<file path="config.mk">
export PLATFORM = sky130hd
export DESIGN_NAME = dpm_dist
export DESIGN_NICKNAME = d
export VERILOG_FILES = /design/src/dpm_pkg.sv /design/src/dpm_dist.sv
export SDC_FILE = /design/constraint.sdc
export NUM_CORES = 1
export LEC_CHECK = 0
export BUFFER_PORTS_ARGS = -buffer_cell sky130_fd_sc_hd__clkbuf_2
export CAP_MARGIN = 20
export CORE_AREA = 2 2 171 173
export DETAILED_ROUTE_END_ITERATION = 12
export DIE_AREA = 0 0 173 175
export GPL_TIMING_DRIVEN = 1
export PLACE_DENSITY_LB_ADDON = 0.25
export SKIP_LAST_GASP = 1
export SYNTH_ARGS = -nofsm -noshare
export SYNTH_HDL_FRONTEND = slang
export SYNTH_SLANG_ARGS = --single-unit
export TNS_END_PERCENT = 50
</file>
<file path="constraint.sdc">
create_clock -name clock -period 7.03 [get_ports clock]
set_input_delay 0.703 -clock clock [delete_from_list [all_inputs] [get_ports clock]]
set_output_delay 0.703 -clock clock [all_outputs]
set_load 0.01 [all_outputs]
</file>
<file path="src/dpm_pkg.sv">
// Shared types, codes and helper functions of the dithered palette mapper.
package dpm_pkg;

   typedef enum logic [3:0] {
      ST_IDLE,
      ST_ERR_RD,
      ST_ERR_WAIT,
      ST_DIV,
      ST_BAYER,
      ST_SEARCH,
      ST_NXT_RD,
      ST_NXT_WR,
      ST_DONE
   } state_type;

   localparam logic [1:0] MODE_NEAREST = 2'd0;
   localparam logic [1:0] MODE_BAYER   = 2'd1;
   localparam logic [1:0] MODE_FLOYD   = 2'd2;
   localparam logic [1:0] MODE_STRICT  = 2'd3;

   localparam logic FUNC_LOAD  = 1'b0;
   localparam logic FUNC_PIXEL = 1'b1;

   localparam logic [1:0] REG_PALETTE_SIZE = 2'd0;
   localparam logic [1:0] REG_DITHER_MODE  = 2'd1;
   localparam logic [1:0] REG_IMAGE_WIDTH  = 2'd2;
   localparam logic [1:0] REG_MATRIX_ORDER = 2'd3;

   localparam int ERR_W  = 10;
   localparam int DIST_W = 20;

   typedef struct packed {
      logic clear;
      logic swap;
      logic rd_en;
      logic rd_next;
      logic wr_en;
   } err_cmd_type;

   function automatic logic [7:0] clamp_ch(input logic signed [11:0] v);
      logic [7:0] r;
      if (v < 0) begin
         r = 8'd0;
      end else if (v > 12'sd255) begin
         r = 8'hFF;
      end else begin
         r = v[7:0];
      end
      return r;
   endfunction

   // signed divide by 16, truncating toward zero
   function automatic logic signed [9:0] trunc16(input logic signed [11:0] v);
      logic [11:0] m;
      logic [9:0] q;
      m = (v < 0) ? 12'(-v) : 12'(v);
      q = 10'(m >> 4);
      return (v < 0) ? -$signed(q) : $signed(q);
   endfunction

   function automatic logic signed [9:0] share(input logic signed [8:0] res,
                                               input logic [3:0] k);
      logic signed [13:0] p;
      p = res * $signed({1'b0, k});
      return trunc16($signed(p[11:0]));
   endfunction

   function automatic logic [7:0] add_err(input logic [7:0] ch,
                                          input logic signed [9:0] e,
                                          input logic signed [9:0] c);
      logic signed [11:0] s;
      s = $signed({4'b0, ch}) + $signed({{2{e[9]}}, e}) + $signed({{2{c[9]}}, c});
      return clamp_ch(s);
   endfunction

   function automatic logic [7:0] add_push(input logic [7:0] ch,
                                           input logic signed [8:0] p);
      logic signed [11:0] s;
      s = $signed({4'b0, ch}) + $signed({{3{p[8]}}, p});
      return clamp_ch(s);
   endfunction

   function automatic logic [5:0] bayer_value(input logic [1:0] order,
                                              input logic [2:0] x,
                                              input logic [2:0] y);
      logic [1:0] d0, d1, d2;
      logic [5:0] v;
      d0 = {x[0] ^ y[0], y[0]};
      d1 = {x[1] ^ y[1], y[1]};
      d2 = {x[2] ^ y[2], y[2]};
      case (order)
         2'd2:    v = {2'b00, d0, d1};
         2'd3:    v = {d0, d1, d2};
         default: v = {4'b0000, d0};
      endcase
      return v;
   endfunction

endpackage

</file>
<file path="src/dpm_dist.sv">
// Shared weighted distance unit with running best-entry compare.
module dpm_dist #(
   parameter int IW = 8
) (
   input  logic                         clock,
   input  logic                         reset,
   input  logic                         start,
   input  logic                         in_valid,
   input  logic [IW-1:0]                in_idx,
   input  logic [23:0]                  in_colour,
   input  logic [23:0]                  want_colour,
   output logic                         busy,
   output logic [IW-1:0]                best_idx,
   output logic [dpm_pkg::DIST_W-1:0]   best_dist,
   output logic [23:0]                  best_colour
);
   logic signed [8:0]  dr, dg, db;
   logic signed [17:0] pr, pg, pb;
   logic [15:0] sr_ff, sg_ff, sb_ff;
   logic [IW-1:0] s1_idx_ff;
   logic [23:0]   s1_col_ff;
   logic          s1_v_ff;
   logic [dpm_pkg::DIST_W-1:0] dsum;
   logic [IW-1:0]              best_idx_ff;
   logic [dpm_pkg::DIST_W-1:0] best_dist_ff;
   logic [23:0]                best_col_ff;

   assign dr = $signed({1'b0, in_colour[23:16]}) - $signed({1'b0, want_colour[23:16]});
   assign dg = $signed({1'b0, in_colour[15:8]})  - $signed({1'b0, want_colour[15:8]});
   assign db = $signed({1'b0, in_colour[7:0]})   - $signed({1'b0, want_colour[7:0]});
   assign pr = dr * dr;
   assign pg = dg * dg;
   assign pb = db * db;

   always_ff @(posedge clock) begin
      if (reset || start) begin
         s1_v_ff <= 1'b0;
      end else begin
         s1_v_ff <= in_valid;
      end
   end

   always_ff @(posedge clock) begin
      sr_ff     <= pr[15:0];
      sg_ff     <= pg[15:0];
      sb_ff     <= pb[15:0];
      s1_idx_ff <= in_idx;
      s1_col_ff <= in_colour;
   end

   assign dsum = (dpm_pkg::DIST_W'(sr_ff) << 1) + (dpm_pkg::DIST_W'(sg_ff) << 2)
               + (dpm_pkg::DIST_W'(sb_ff) << 1) + dpm_pkg::DIST_W'(sb_ff);

   always_ff @(posedge clock) begin
      if (s1_v_ff && (s1_idx_ff == '0 || dsum < best_dist_ff)) begin
         best_idx_ff  <= s1_idx_ff;
         best_dist_ff <= dsum;
         best_col_ff  <= s1_col_ff;
      end
   end

   assign busy        = s1_v_ff;
   assign best_idx    = best_idx_ff;
   assign best_dist   = best_dist_ff;
   assign best_colour = best_col_ff;

endmodule

</file>
# Word level (Yosys, flattened, before mapping)
# Index checks and enable logic that the tools add are counted.
# word_totals
regBits	133
out_inout_bits	53
wordCells	23
# classes
add_sub_neg	6
mul	3
n_lt_le_gt_ge	1
n_reduce_logical	4
# op_table
operator	n
9-bit by 9-bit multiplier with 16-bit output	3
8-bit by 8-bit subtractor with 9-bit output	3
19-bit by 17-bit adder with 20-bit output	1
20-bit by 16-bit adder with 20-bit output	1
20-bit < comparator	1
17-bit by 18-bit adder with 19-bit output	1
8-bit zero test	1
1-bit logical OR	2
1-bit logical AND	1

# Longest topological paths before layout
# depth
word_depth	6
ltp_mapped	29
ltp_nobuf	28

# Worst setup path before layout
# No wires, ideal clock.
# synth_path
path_kind	register to register
startpoint	register sr_ff[3]
endpoint	register best_col_ff[0] (netlist: best_colour[0]), enable pin
arrival_time_ps	6576
setup_slack_ps	-25
stages_incl_launch_ff	20
n_path_buf	0
cell_sequence	dfxtp_1 > inv_1 > fa_1 > fa_1 > inv_1 > ha_1 > a21oi_1 > o211ai_1 > nor3_1 > a21oi_1 > or3_1 > a41o_1 > xor2_1 > ha_1 > a21o_1 > a21oi_1 > o21ai_0 > nor4b_1 > a21oi_1 > a21oi_1
# synth_via
elab_chain_cells	6
# synth_lines
element	line	rtl
from (decl)	dpm_dist.sv:19	logic [15:0] sr_ff, sg_ff, sb_ff;
from (signal assigned)	dpm_dist.sv:44	sr_ff <= pr[15:0];
17-bit by 18-bit adder with 19-bit output	dpm_dist.sv:51	assign dsum = (dpm_pkg::DIST_W'(sr_ff) << 1) + (dpm_pkg::DIST_W'(sg_ff) << 2)
19-bit by 17-bit adder with 20-bit output	dpm_dist.sv:52	+ (dpm_pkg::DIST_W'(sb_ff) << 1) + dpm_pkg::DIST_W'(sb_ff);
20-bit by 16-bit adder with 20-bit output	dpm_dist.sv:52	
net dsum (one bit)	dpm_dist.sv:23	logic [dpm_pkg::DIST_W-1:0] dsum;
20-bit < comparator	dpm_dist.sv:55	if (s1_v_ff && (s1_idx_ff == '0 || dsum < best_dist_ff)) begin
1-bit logical OR	dpm_dist.sv:55	
1-bit logical AND	dpm_dist.sv:55	
to (signal assigned)	dpm_dist.sv:58	best_col_ff <= s1_col_ff;
to (decl)	dpm_dist.sv:26	logic [23:0] best_col_ff;
# The timed path passes the listed nets, and every way through them passes these cells.
# A chain may end at the register's enable or synchronous reset.

# Worst setup path after layout
# layout_path
startpoint	input in_colour[8]
endpoint	register sg_ff[15]
# layout_via
elab_chain_cells	2
# layout_lines
element	line	rtl
from (decl)	dpm_dist.sv:10	input logic [23:0] in_colour,
8-bit by 8-bit subtractor with 9-bit output	dpm_dist.sv:29	assign dg = $signed({1'b0, in_colour[15:8]}) - $signed({1'b0, want_colour[15:8]});
9-bit by 9-bit multiplier with 16-bit output	dpm_dist.sv:32	assign pg = dg * dg;
net pg[15]	dpm_dist.sv:18	logic signed [17:0] pr, pg, pb;
to (signal assigned)	dpm_dist.sv:45	sg_ff <= pg[15:0];
to (decl)	dpm_dist.sv:19	
# The timed path passes the listed nets, and every way through them passes these cells.

==> impl_metrics.toml <==
[yosys]
synth-simple-area-share_pct = 8.186
synthTopCellsByArea = "fa_1 (28%), ha_1 (16%), dfxtp_1 (12%), edfxtp_1 (12%), inv_1 (9.2%)"
ys_warn_count = 0
synth_edf_count = 52
synth_top_area_share_pct = 27.87
synth_adder_area_share_pct = 44.22
synth.avg_cell_area_um2 = 10.15
yosysTopAreaCell = "fa_1"
synth_top_family_by_area = "adder cells"
synthesis.area_um2 = 12930
synth_commonest_cells = "inv_1 (317), fa_1 (180), ha_1 (169)"
async_reset_ff_share_pct = 0
synthMuxAreaShare_pct = 0.2612
synth_cells = 1274
synth_top_flop_cell = "dfxtp_1"
yosysSeqAreaShare_pct = 24.15
syn-num-nets = 1683
synth-seq-cells = 130
ys_types = 57
synth-xor-area-share_pct = 6.231
synth_compound_area_share_pct = 7.518
synth_most_common_cell = "inv_1"

[hold_path]
hold_depth = 1
hold_path_class = "input pin to register"
hold_end = "s1_idx_ff[0]"
hold_start = "in_idx[0]"

[setup_path]
critical_path.max_fanout = 7
crit_arrival_ns = 6.78
critical_path_class = "input pin to register"
reg2reg_to = "best_colour[21]"
r2r_cells = 20
r2r_slack_ns = 1.19
critPathLaunchType = "input pin"
reg2reg_from = "sr_ff[3]"
endpoint_kind = "register"
required_ns = 7.38

[finish]
seqCellArea_um2 = 3123
fin_nets = 1826
final_cells = 1814
drive_gt1_share_pct = 12.24
fillers = 2659
finalInstanceArea_um2 = 14730
area_growth_pct = 13.90
diodes = 0
multi_input_area_um2 = 8603

[run]
max_cap_viol_count = 0

[timing]
final-setup-viol-count = 0
layout_min_cycle_time_ns = 6.431
post-route-period-util_pct = 91.48
fin_skew_ns = 0.01259
final_max_slew_viol_count = 0
rsz0062_at_grt = "false"
fmax_ghz = 0.1555
tightest_slew_ns = 0.6709
fin_ws_ns = 0.5987
slew_headroom_pct = 55.27
fin_setup_tns_ns = 0
hold_viol = 0

[floorplanning]
die_area_um2 = 30280
pin_count = 113
initial_utilization_pct = 45.54
chipHeight_um = 175
fp-row-count = 62
die_x_um = 173
core_area_um2 = 28390

[routing]
antenna_left = 0
wl_per_cell_um = 12.88
drtPass1Iterations = 6
drc = 0
drt_wl_total_um = 23370
viasPerCell = 4.695
drtIter0Drc = 322
via_count = 8517

[cts]
tritoncts = "built"
cts_buffer_depth = 2
post_cts_resized = 0
post_cts_buffers = 0
clkLatencyLatePin_ns = 0.43
h-tree-depth = 4
clkSinkCount = 130
cts.root.buffer_cell = "clkbuf_16"
postCtsHoldBufs = 0
numCtsBuffers = 17
path_clk_slew_ns = 0.05

[global_route]
grt_usage_pct = 16.81
grt_pass1_wl_um = 41500
grt_pass1_vias = 9236
overflow = 0
grt_antenna_before_repair = 0
top_usage_layer = "met2"
grt_start_max_net_pins = 48
grtUsageMet1_pct = 21.54
met2_usage_pct = 29.13
met3_usage_pct = 2.872

[placement]
place_congestion = 0.8467
placedCellCount = 1782
dp_worst_setup_slack_ns = 0.1859
numPortBuffers = 112
dp.final_hpwl_um = 19720
placed_area_um2 = 14080

[status]
status = "completed"
## metrics by stage
| step | hold WS [ns] | utilization, % |
|---|---|---|
| 5_1_grt | 0.3591 | 51.88 |
| 3_3_place_gp | 0.3862 | 49.61 |
| 2_1_floorplan | 0.3855 | - |
| 3_5_place_dp | 0.3887 | 49.61 |
| 6_report | 0.3816 | 51.88 |
| 4_1_cts | 0.3625 | 51.88 |
## per-layer routing
layer | part of all wire [%] | wire length (µm)
met4 | 1.5 | 349
met1 | 46 | 10810
met5 | 0 | 0
met3 | 3.1 | 723
met2 | 49 | 11490
## registers in the layout, summed over array words and instances (netlist names)
register,cells
best_colour,24
best_dist,20
best_idx,8
busy,1
s1_col_ff,24
s1_idx_ff,8
sb_ff,15
sg_ff,15
sr_ff,15
## worst max-delay path by stage
| stage | from | endpoint | cells after the start |
|---|---|---|---|
| 4_1_cts | in_colour[8] | sg_ff[15] | 28 |
| 3_5_place_dp | in_colour[0] | sb_ff[14] | 26 |
| 2_1_floorplan | in_colour[8] | sg_ff[14] | 26 |
| 5_1_grt | in_colour[0] | sb_ff[15] | 27 |
| 6_report | in_colour[8] | sg_ff[15] | 28 |
| 3_3_place_gp | in_colour[16] | sr_ff[15] | 25 |
## cells in the final DEF, fill, tap and decap left out, drive strengths merged, types with 41 or more instances in the layout
cell type / n
xnor2: 68
ha: 169
fa: 180
clkbuf: 134
dfxtp: 78
nand2: 78
a21oi: 41
edfxtp: 52
nor2: 87
inv: 318
## cell type report
class                      instances  area share (%)
timing repair buffer             128           4.621
tap                              384           3.262
inverter                         319           8.129
sequential                       130           21.20
clock buffer                      22           3.152
clock inverter                    10           1.223
multi-input combinational        821           58.41
## worst max-delay path: stages
cell	delay, ns
clkbuf_2	0.09
inv_1	0.07
ha_1	0.15
inv_1	0.05
fa_1	0.39
a21oi_1	0.15
nor2b_1	0.08
o31a_1	0.28
o21ai_0	0.16
nand2b_1	0.07
a21oi_1	0.14
buf_4	0.17
nand2_1	0.09
fa_1	0.55
inv_1	0.05
fa_1	0.50
inv_1	0.06
fa_1	0.56
fa_1	0.44
fa_1	0.53
inv_1	0.04
ha_1	0.31
a21oi_1	0.22
nor2_1	0.08
a211oi_1	0.33
a21oi_1	0.17
a31oi_1	0.24
xnor2_1	0.14
## logic make-up (layout without fill, tap and decap cells)
logic type      after synthesis  in the layout
compound gates              141            141
xor+xnor                     92             92
fa+ha+maj                   349            349
mux                           3              3
flops                       130            130
buf+inv                     323            479
simple gates                235            235
other cells                   1              1
Power is left out: the tool's default activity adds up to more than one toggle a clock period on the data nets, which glitch-free logic cannot reach.
